[src/rtl/bfr_pkg.sv]
// Shared types and codes for the bus frame receiver.
// No dependencies; every other file in rtl refers to it by scoped names.
package bfr_pkg;

    // Configuration port geometry: one 32-bit register per word.
    localparam int unsigned APB_ADDR_W = 3;
    localparam int unsigned APB_DATA_W = 32;
    localparam logic [0:0]  REG_IDX_MIN_LEN = 1'd0;
    localparam logic [7:0]  MIN_LEN_RESET   = 8'd3;

    // Input item modes
    localparam logic MODE_BYTE = 1'b0;
    localparam logic MODE_TICK = 1'b1;

    // Result item kinds
    localparam logic KIND_PAYLOAD = 1'b0;
    localparam logic KIND_VERDICT = 1'b1;

    // Frame status codes
    localparam logic [1:0] ST_OK     = 2'd0;
    localparam logic [1:0] ST_BADSUM = 2'd1;
    localparam logic [1:0] ST_SHORT  = 2'd2;
    localparam logic [1:0] ST_ABORT  = 2'd3;

    typedef struct packed {
        logic       mode;
        logic [7:0] rx_byte;
    } bfr_in_t;

    typedef struct packed {
        logic       kind;
        logic [7:0] payload_byte;
        logic [7:0] byte_index;
        logic [1:0] frame_status;
        logic [7:0] frame_flags;
        logic [7:0] frame_address;
        logic [7:0] frame_length;
    } bfr_out_t;

    // Result of one step of the deframer
    typedef struct packed {
        logic     valid;
        bfr_out_t data;
    } bfr_result_t;

endpackage

[src/rtl/bfr_cfg_regs.sv]
// APB-style configuration register block for the bus frame receiver.
// Holds the minimum payload length; depends on bfr_pkg.
module bfr_cfg_regs (
    input  logic                            aclk,
    input  logic                            aresetn,
    input  logic                            psel,
    input  logic                            penable,
    input  logic                            pwrite,
    input  logic [bfr_pkg::APB_ADDR_W-1:0]  paddr,
    input  logic [bfr_pkg::APB_DATA_W-1:0]  pwdata,
    output logic [bfr_pkg::APB_DATA_W-1:0]  prdata,
    output logic                            pready,
    output logic [7:0]                      min_len
);

    logic [7:0] min_len_reg;
    logic [7:0] min_len_next;
    logic       hit_min_len;
    logic       wr_en;

    assign pready      = 1'b1;
    assign hit_min_len = (paddr[bfr_pkg::APB_ADDR_W-1:2] == bfr_pkg::REG_IDX_MIN_LEN);
    assign wr_en       = psel && penable && pwrite;

    always_comb begin
        min_len_next = min_len_reg;
        if (wr_en && hit_min_len) begin
            min_len_next = pwdata[7:0];
        end
    end

    always_ff @(posedge aclk) begin
        if (!aresetn) begin
            min_len_reg <= bfr_pkg::MIN_LEN_RESET;
        end else begin
            min_len_reg <= min_len_next;
        end
    end

    always_comb begin
        prdata = '0;
        if (hit_min_len) begin
            prdata = {{(bfr_pkg::APB_DATA_W-8){1'b0}}, min_len_reg};
        end
    end

    assign min_len = min_len_reg;

endmodule

[src/rtl/bfr_deframer.sv]
// Frame state tracker and per-item result logic of the bus frame receiver.
// Depends on bfr_pkg for item types and status codes.
module bfr_deframer (
    input  logic                 aclk,
    input  logic                 aresetn,
    input  logic                 step,
    input  bfr_pkg::bfr_in_t     item,
    input  logic [7:0]           min_len,
    output bfr_pkg::bfr_result_t result
);

    localparam logic [1:0] PH_FLAGS   = 2'd0;
    localparam logic [1:0] PH_ADDRESS = 2'd1;
    localparam logic [1:0] PH_LENGTH  = 2'd2;
    localparam logic [1:0] PH_BODY    = 2'd3;

    logic [1:0] phase_reg,   phase_next;
    logic [7:0] sum_reg,     sum_next;
    logic [7:0] flags_reg,   flags_next;
    logic [7:0] address_reg, address_next;
    logic [7:0] length_reg,  length_next;
    logic [7:0] count_reg,   count_next;
    logic       active_reg,  active_next;
    logic [7:0] sum_plus;

    assign sum_plus = sum_reg + item.rx_byte;

    always_comb begin
        phase_next   = phase_reg;
        sum_next     = sum_reg;
        flags_next   = flags_reg;
        address_next = address_reg;
        length_next  = length_reg;
        count_next   = count_reg;
        active_next  = active_reg;

        result                    = '0;
        result.data.frame_flags   = flags_reg;
        result.data.frame_address = address_reg;
        result.data.frame_length  = length_reg;

        if (item.mode == bfr_pkg::MODE_TICK) begin
            if (active_reg) begin
                active_next = 1'b0;
            end else if (phase_reg != PH_FLAGS) begin
                // idle line mid-frame: abort and resync
                result.valid             = 1'b1;
                result.data.kind         = bfr_pkg::KIND_VERDICT;
                result.data.frame_status = bfr_pkg::ST_ABORT;
                phase_next               = PH_FLAGS;
            end
        end else begin
            active_next = 1'b1;
            unique case (phase_reg)
                PH_FLAGS: begin
                    flags_next   = item.rx_byte;
                    address_next = '0;
                    length_next  = '0;
                    count_next   = '0;
                    sum_next     = item.rx_byte;
                    phase_next   = PH_ADDRESS;
                end
                PH_ADDRESS: begin
                    address_next = item.rx_byte;
                    sum_next     = sum_plus;
                    phase_next   = PH_LENGTH;
                end
                PH_LENGTH: begin
                    length_next = item.rx_byte;
                    sum_next    = sum_plus;
                    count_next  = '0;
                    phase_next  = PH_BODY;
                end
                default: begin
                    if (count_reg < length_reg) begin
                        result.valid             = 1'b1;
                        result.data.kind         = bfr_pkg::KIND_PAYLOAD;
                        result.data.payload_byte = item.rx_byte;
                        result.data.byte_index   = count_reg;
                        result.data.frame_status = bfr_pkg::ST_OK;
                        sum_next                 = sum_plus;
                        count_next               = count_reg + 8'd1;
                    end else begin
                        // checksum byte: bad sum wins over too short
                        result.valid     = 1'b1;
                        result.data.kind = bfr_pkg::KIND_VERDICT;
                        if (item.rx_byte != sum_reg) begin
                            result.data.frame_status = bfr_pkg::ST_BADSUM;
                        end else if (length_reg < min_len) begin
                            result.data.frame_status = bfr_pkg::ST_SHORT;
                        end else begin
                            result.data.frame_status = bfr_pkg::ST_OK;
                        end
                        phase_next = PH_FLAGS;
                    end
                end
            endcase
        end
    end

    always_ff @(posedge aclk) begin
        if (!aresetn) begin
            phase_reg   <= PH_FLAGS;
            sum_reg     <= '0;
            flags_reg   <= '0;
            address_reg <= '0;
            length_reg  <= '0;
            count_reg   <= '0;
            active_reg  <= 1'b0;
        end else if (step) begin
            phase_reg   <= phase_next;
            sum_reg     <= sum_next;
            flags_reg   <= flags_next;
            address_reg <= address_next;
            length_reg  <= length_next;
            count_reg   <= count_next;
            active_reg  <= active_next;
        end
    end

    a_count_in_range: assert property (@(posedge aclk) disable iff (!aresetn)
        (phase_reg == PH_BODY) |-> (count_reg <= length_reg))
        else $error("payload count ran past frame length");

    a_no_result_on_flags: assert property (@(posedge aclk) disable iff (!aresetn)
        (phase_reg == PH_FLAGS) |-> !result.valid)
        else $error("result produced while waiting for flags byte");

    a_verdict_resyncs: assert property (@(posedge aclk) disable iff (!aresetn)
        (step && result.valid && (result.data.kind == bfr_pkg::KIND_VERDICT))
        |=> (phase_reg == PH_FLAGS))
        else $error("verdict did not return receiver to flags phase");

    a_byte_marks_activity: assert property (@(posedge aclk) disable iff (!aresetn)
        (step && (item.mode == bfr_pkg::MODE_BYTE)) |=> active_reg)
        else $error("received byte did not mark activity");

endmodule

[src/rtl/bus_frame_receiver.sv]
// Top level of the bus frame receiver: config registers, deframer, output register.
// Depends on bfr_pkg, bfr_cfg_regs and bfr_deframer.
//
// Usage: the s_ channel carries one item per handshake, either a received bus
// byte (mode 0) or an inactivity timer tick (mode 1). The m_ channel returns at
// most one result per item: a payload byte with its index, or a frame verdict
// (ok, bad checksum, too short, aborted) with the frame header.
// Latency: a result appears on m_ the cycle after its item is accepted.
// Throughput: one item per cycle unless stalled; frame state updates in the same
// cycle the item is accepted, and a single output register holds the result.
// Stall: while the output register holds an untaken result, s_ready follows
// m_ready, so an item is still taken in the cycle the result leaves.
// Reset (aresetn low, synchronous): the receiver waits for a flags byte, the
// checksum and header are cleared, the output register empties, and
// min_payload_length returns to 3. Write min_payload_length at byte address 0
// only while the block is idle.
module bus_frame_receiver (
    input  logic                            aclk,
    input  logic                            aresetn,
    input  logic                            s_valid,
    output logic                            s_ready,
    input  bfr_pkg::bfr_in_t                s_payload,
    output logic                            m_valid,
    input  logic                            m_ready,
    output bfr_pkg::bfr_out_t               m_payload,
    input  logic                            psel,
    input  logic                            penable,
    input  logic                            pwrite,
    input  logic [bfr_pkg::APB_ADDR_W-1:0]  paddr,
    input  logic [bfr_pkg::APB_DATA_W-1:0]  pwdata,
    output logic [bfr_pkg::APB_DATA_W-1:0]  prdata,
    output logic                            pready
);

    logic                 s_accept;
    logic [7:0]           min_len;
    bfr_pkg::bfr_result_t result;

    logic                 m_valid_reg,   m_valid_next;
    bfr_pkg::bfr_out_t    m_payload_reg, m_payload_next;

    bfr_cfg_regs u_cfg_regs (
        .aclk    (aclk),
        .aresetn (aresetn),
        .psel    (psel),
        .penable (penable),
        .pwrite  (pwrite),
        .paddr   (paddr),
        .pwdata  (pwdata),
        .prdata  (prdata),
        .pready  (pready),
        .min_len (min_len)
    );

    bfr_deframer u_deframer (
        .aclk    (aclk),
        .aresetn (aresetn),
        .step    (s_accept),
        .item    (s_payload),
        .min_len (min_len),
        .result  (result)
    );

    assign s_ready  = !m_valid_reg || m_ready;
    assign s_accept = s_valid && s_ready;

    always_comb begin
        m_valid_next   = m_valid_reg;
        m_payload_next = m_payload_reg;
        if (s_accept) begin
            // output slot is free or draining this cycle
            m_valid_next = result.valid;
            if (result.valid) begin
                m_payload_next = result.data;
            end
        end else if (m_ready) begin
            m_valid_next = 1'b0;
        end
    end

    always_ff @(posedge aclk) begin
        if (!aresetn) begin
            m_valid_reg <= 1'b0;
        end else begin
            m_valid_reg <= m_valid_next;
        end
    end

    always_ff @(posedge aclk) begin
        m_payload_reg <= m_payload_next;
    end

    assign m_valid   = m_valid_reg;
    assign m_payload = m_payload_reg;

endmodule

[config.mk]
export PLATFORM = sky130hd
export DESIGN_NAME = bus_frame_receiver
export DESIGN_NICKNAME = d
export VERILOG_FILES = /design/src/rtl/bfr_pkg.sv /design/src/rtl/bfr_cfg_regs.sv /design/src/rtl/bfr_deframer.sv /design/src/rtl/bus_frame_receiver.sv
export SDC_FILE = /design/constraint.sdc
export NUM_CORES = 1
export LEC_CHECK = 0
export BUFFER_PORTS_ARGS = -buffer_cell sky130_fd_sc_hd__buf_4
export CORE_ASPECT_RATIO = 0.9
export CORE_UTILIZATION = 47
export CTS_BUF_LIST = sky130_fd_sc_hd__clkbuf_8 sky130_fd_sc_hd__clkbuf_16
export DETAILED_ROUTE_END_ITERATION = 10
export PLACE_DENSITY_LB_ADDON = 0.08
export SLEW_MARGIN = 30
export SYNTH_ARGS = -nofsm -noshare
export SYNTH_HDL_FRONTEND = slang
export SYNTH_HIERARCHICAL = 1
export SYNTH_SLANG_ARGS = --single-unit
[constraint.sdc]
create_clock -name aclk -period 2.36 [get_ports aclk]
set_input_delay 0.472 -clock aclk [delete_from_list [all_inputs] [get_ports aclk]]
set_output_delay 0.472 -clock aclk [all_outputs]
set_load 0.01 [all_outputs]
==> results.yml, run 1 <==
status:
  status: "finished clean"
worst_setup_path:
  endpoint_kind: "flip-flop"
  path_buf_inv: 1
  max_stage_delay_ps: 570
  crit_family: "compound AO/OA/AOI/OAI gates"
  path_cells: "inv_2 > ha_4 > a21o_1 > a221o_1 > a41oi_2 > o2111ai_2 > or4_4 > a21oi_2"
  start_kind: "flip-flop"
  regToRegSetupSlack_ps: 20
  arrival_ps: 2640
  cpMaxStageDelayCell: "or4_4"
  cp_max_fo: 3
  crit_type: "flip-flop to flip-flop"
  critPathRequiredTime_ps: 2650
logic_synthesis:
  synth_flop_cell: "dfxtp_1"
  syn-cell-area_sq_um: 4660
  synth_cell_types: 58
  synth_top_area_share: 0.277
  synth_edf_count: 43
  yosysTopAreaCell: "edfxtp_1"
  synth_area_leaders: "edfxtp_1, dfxtp_1, ha_1"
  synthCells: 441
  ys_warn_count: 6
  synthArstFlopShare: 0
  ys_seq_elements: 95
  netlist_top_cells_count: "dfxtp_1, edfxtp_1, nand2_1"
  synth_area_per_cell_sq_um: 10.6
  seq_area_frac_synth: 0.500
  yosysMostFrequentCell: "dfxtp_1"
worst_hold_path:
  hold_class: "primary input to flip-flop"
power:
  peakVddDrop_mv: 0.335
  leakagePower_nw: 2.48
  p_per_area_nw_per_um2: 532
sta:
  min_period_over_period: 0.993
  fmax_mhz: 427
  slew_viol_final: 0
  hold_slack_ps: 362
  finalHoldViolCount: 0
  setup_viol: 0
  fin_crit_ps: 2340
  fin_skew_ps: 10.1
  worstMarginPinSlew_ps: 625
  slew_headroom: 0.581
global_route:
  grt_pass1_wl_um: 15300
  grt_max_degree: 58
  track_usage: 0.194
  grt_overflow_total: 0
  antenna_found_initial: 0
  grt_pass1_vias: 3056
layout:
  largest_reg_flops: 43
  fillCellCount: 851
  drive_above_1_share: 0.302
  antenna_cells: 0
  syn_to_final_growth_pct: 25.5
  fin_area_sq_um: 5850
  fin_nets: 629
  multi_input_area_sq_um: 2140
  register_area_sq_um: 2340
placement:
  gp_congestion: 0.794
  place_area_sq_um: 5540
  post-dp-hpwl_um: 7180
  numPortBuffers: 77
floorplan:
  core_sq_um: 9660
  die_x_um: 107
  initial_utilization: 0.483
  io_pins: 129
  die_area_sq_um: 10300
  row_count: 34
  die_y_um: 96.5
cts:
  cts-root-buf: "clkbuf_8"
  numCtsBuffers: 9
  clk-insertion-delay-late_ps: 360
  clkSlewWorstSetupHoldPaths_ps: 100
  cts_max_level: 3
  cts_max_path_buffers: 2
  cts_hold_buf: 0
  cts_tree: "done"
  clock_sinks: 95
routing:
  drc: 0
  via_per_inst: 5.03
  vias: 3430
  antenna_left: 0
  drt_wl_total_um: 10100
  wl_per_cell_um: 14.8
  firstDrtPassIters: 4
  drt_iter0_drc: 137
flow_run:
  max_cap_viol_count: 0
[report_power, final]
part / leakage [nW] / total (mW) / internal (mW) / switching, mW
clock: 0.0969 / 1.02 / 0.406 / 0.612
combinational: 1.55 / 0.339 / 0.151 / 0.187
sequential: 0.837 / 1.76 / 1.74 / 0.0164
[through the flow]
| step | setup TNS (ps) | worst slack, ps | utilization | cells | power (mW) |
|---|---|---|---|---|---|
| after floorplan | 0 | 6.51 | - | 464 | 2.02 |
| after global placement | 0 | 26.1 | 0.574 | 662 | 2.12 |
| after detailed placement | 0 | 23.9 | 0.574 | 662 | 2.13 |
| after CTS | -5.05 | -5.05 | 0.593 | 678 | 3.13 |
| after global routing | -47.3 | -16.5 | 0.606 | 682 | 3.24 |
| final | 0 | 15.8 | 0.606 | 682 | 3.11 |
[worst paths after layout]
path / end / depth (start not counted) / startpoint
max: u_deframer/count_reg[7] / 8 / u_deframer/length_reg[4]
max reg2reg: u_deframer/count_reg[7] / 8 / u_deframer/length_reg[4]
min reg2reg: m_payload[23] / 0 / u_deframer/flags_reg[7]
min: u_cfg_regs/min_len[4] / 3 / pwdata[4]
[layout make-up]
| class | count | area share |
|---|---|---|
| clock buffers | 9 | 0.0212 |
| flip-flops and latches | 95 | 0.399 |
| multi-input cells | 304 | 0.366 |
| clock inverters | 7 | 0.0103 |
| well taps | 126 | 0.0269 |
| repair buffers | 119 | 0.162 |
| inverters | 22 | 0.0141 |
[timing repair]
item,CTS,global route
cloned,0,2
setup buffers,0,2
endpoints found under the setup margin,3,23
pin swaps,0,7
gates resized for setup,1,24
[worst reg2reg max path, stage by stage (launching register included)]
cell,delay (ps)
dfxtp_2,350
inv_2,40
ha_4,230
a21o_1,170
a221o_1,330
a41oi_2,290
o2111ai_2,190
or4_4,570
a21oi_2,120
[cells in the final DEF (no fill, tap or decap), drive strengths merged, types with 16 or more instances in the layout]
cell type	synthesis	routed
and2	19	19
inv	22	27
edfxtp	43	43
conb	2	25
ha	26	26
nor2b	30	30
dfxtp	52	52
buf	30	119
nand2	40	40
a22oi	16	16
[cells by family after synthesis]
| family | synth area share |
|---|---|
| AOI/OAI and AO/OA | 0.135 |
| xor gates and xnor gates | 0.00939 |
| adders and majority gates | 0.0741 |
| buffers and inverters | 0.0754 |
| DFF | 0.500 |
| muxes | 0.0301 |
| other | 0.00161 |
| and+or+nand+nor | 0.174 |
[per-layer routing]
metal  routed length [um]  vias to the layer above  global-route usage
met4                   63                        0              0.0411
met3                  408                        6              0.0349
met5                    0                        -                   0
met1                 5020                     1615               0.273
li1                     -                     1728                   -
met2                 4580                       81               0.315
No activity file was read; power rests on OpenSTA's default activity.
==> inputs of run 2 (changes only) <==
--- a/config.mk
+++ b/config.mk
@@ -5,11 +5,13 @@
 export SDC_FILE = /design/constraint.sdc
 export NUM_CORES = 1
 export LEC_CHECK = 0
-export BUFFER_PORTS_ARGS = -buffer_cell sky130_fd_sc_hd__buf_4
 export CORE_ASPECT_RATIO = 0.9
-export CORE_UTILIZATION = 47
+export CORE_MARGIN = 1.5
+export CORE_UTILIZATION = 55
 export CTS_BUF_LIST = sky130_fd_sc_hd__clkbuf_8 sky130_fd_sc_hd__clkbuf_16
 export DETAILED_ROUTE_END_ITERATION = 10
+export DONT_BUFFER_PORTS = 1
+export HOLD_SLACK_MARGIN = 0.03
 export PLACE_DENSITY_LB_ADDON = 0.08
 export SLEW_MARGIN = 30
 export SYNTH_ARGS = -nofsm -noshare
==> results.yml, run 2 (synthesis gave the netlist of run 1 again) <==
status:
  status: "finished clean"
sta:
  fin_skew_ps: 6.50
  worstMarginPinSlew_ps: 650
  setup_viol: 0
  rsz0062_at_grt: "true"
  min_period_over_period: 0.987
  fin_tns_setup_ps: 0
  slew_headroom: 0.564
  fin_crit_ps: 2330
  fmax_mhz: 429
  slew_viol_final: 0
  finalHoldViolCount: 0
cts:
  numCtsBuffers: 9
  clkSlewWorstSetupHoldPaths_ps: 100
  clock_sinks: 95
  cts_max_path_buffers: 2
  cts_tree: "done"
  cts-root-buf: "clkbuf_8"
  clk-insertion-delay-late_ps: 360
  cts_max_level: 3
worst_setup_path:
  crit_type: "flip-flop to flip-flop"
  path_buf_inv: 1
  critPathRequiredTime_ps: 2660
  endpoint_kind: "flip-flop"
  cp_max_fo: 4
  max_stage_delay_ps: 540
  r2r_cells: 8
  cp-startpoint: "u_deframer/length_reg[4]"
  crit_family: "compound AO/OA/AOI/OAI gates"
  arrival_ps: 2630
  r2r-end: "u_deframer/count_reg[7]"
  cp_num_cells: 8
  path_cells: "inv_2 > ha_4 > a21o_1 > a221o_1 > a41oi_2 > o2111ai_2 > or4_1 > a21oi_1"
  regToRegSetupSlack_ps: 30
  r2r-start: "u_deframer/length_reg[4]"
  start_kind: "flip-flop"
  cpMaxStageDelayCell: "or4_1"
floorplan:
  die_y_um: 90.4
  core_sq_um: 8150
  initial_utilization: 0.573
  row_count: 31
  die_area_sq_um: 9040
  die_x_um: 100
  io_pins: 129
power:
  power.internal_mw: 2.26
  switching_power_uw: 803
  p_clk_frac: 0.351
  p_per_area_nw_per_um2: 604
  leakagePower_nw: 2.00
  p_seq_frac: 0.574
  p_sw_frac: 0.262
  p_comb_frac: 0.075
  peakVddDrop_mv: 0.365
worst_hold_path:
  whs_endpoint: "u_cfg_regs/min_len[6]"
  min_from: "pwdata[6]"
  hold_depth: 2
  hold_class: "primary input to flip-flop"
routing:
  antenna_left: 0
  drt_iter0_drc: 186
  drt_wl_total_um: 8980
  via_per_inst: 5.58
  wl_per_cell_um: 16.0
  vias: 3127
  firstDrtPassIters: 6
  drc: 0
layout:
  largest_reg_flops: 43
  register_area_sq_um: 2340
  syn_to_final_growth_pct: 8.91
  fillCellCount: 672
  final_core_util: 0.624
  final_common_cell: "dfxtp_1"
  drive_above_1_share: 0.150
  stdcell_count: 560
  fin_nets: 534
  multi_input_area_sq_um: 2120
  antenna_cells: 0
  layout_common_cells: "dfxtp_1, edfxtp_1, nand2_1"
global_route:
  grt_pass1_vias: 2742
  grt_overflow_total: 0
  track_usage: 0.205
  antenna_found_initial: 0
  grt_pass1_wl_um: 14300
  grt_max_degree: 58
placement:
  numPortBuffers: 0
  gp_congestion: 0.812
  post-dp-hpwl_um: 6260
  dp.cells: 540
flow_run:
  max_cap_viol_count: 0
## run 2: what timing repair did
action                                  CTS  global route
gates cloned                              0             1
hold buffers                              0             0
pin swaps                                 0             7
endpoints found under the setup margin    2            27
gates resized for setup                   1            14
buffers inserted                          0             3
## run 2: how the worst max path moves through the flow
stage                         endpoint  slack, ps
5_1_grt        u_deframer/count_reg[7]        -60
3_5_place_dp   u_deframer/phase_reg[0]         20
3_3_place_gp   u_deframer/count_reg[6]         60
6_report       u_deframer/count_reg[7]         30
4_1_cts        u_deframer/count_reg[6]      -0.02
2_1_floorplan             m_payload[0]          7
## run 2: cell type report
cell class / count / share of cell area
Timing Repair Buffer: 24 / 0.0407
Clock buffer: 9 / 0.0244
Multi-Input combinational cell: 304 / 0.417
Tap cell: 99 / 0.0244
Clock inverter: 7 / 0.0170
Inverter: 22 / 0.0163
Sequential cell: 95 / 0.460
## run 2: per-stage QoR
| step | power (mW) | hold WS, ps | setup slack [ps] | cell area [sq um] |
|---|---|---|---|---|
| floorplan | 2.02 | 408 | 6.51 | 4750 |
| global placement | 2.02 | 414 | 62.2 | 4780 |
| detailed placement | 2.03 | 418 | 18.1 | 4780 |
| CTS | 3.10 | 217 | -0.0171 | 4990 |
| global route | 3.20 | 214 | -64.4 | 5080 |
| finish | 3.07 | 233 | 31.0 | 5080 |
## run 2: metal layers
| layer | global-route usage | wire length, um |
|---|---|---|
| met5 | 0 | 0 |
| met4 | 0.0622 | 126 |
| met3 | 0.0457 | 386 |
| met2 | 0.310 | 4160 |
| met1 | 0.293 | 4300 |
## run 2: power by group through the flow
stage,clock network [mW],logic [mW],registers (mW)
after floorplan,0,0.227,1.79
after global placement,0,0.223,1.80
after detailed placement,0,0.228,1.80
after CTS,1.11,0.228,1.76
after global routing,1.18,0.259,1.77
final,1.08,0.231,1.76
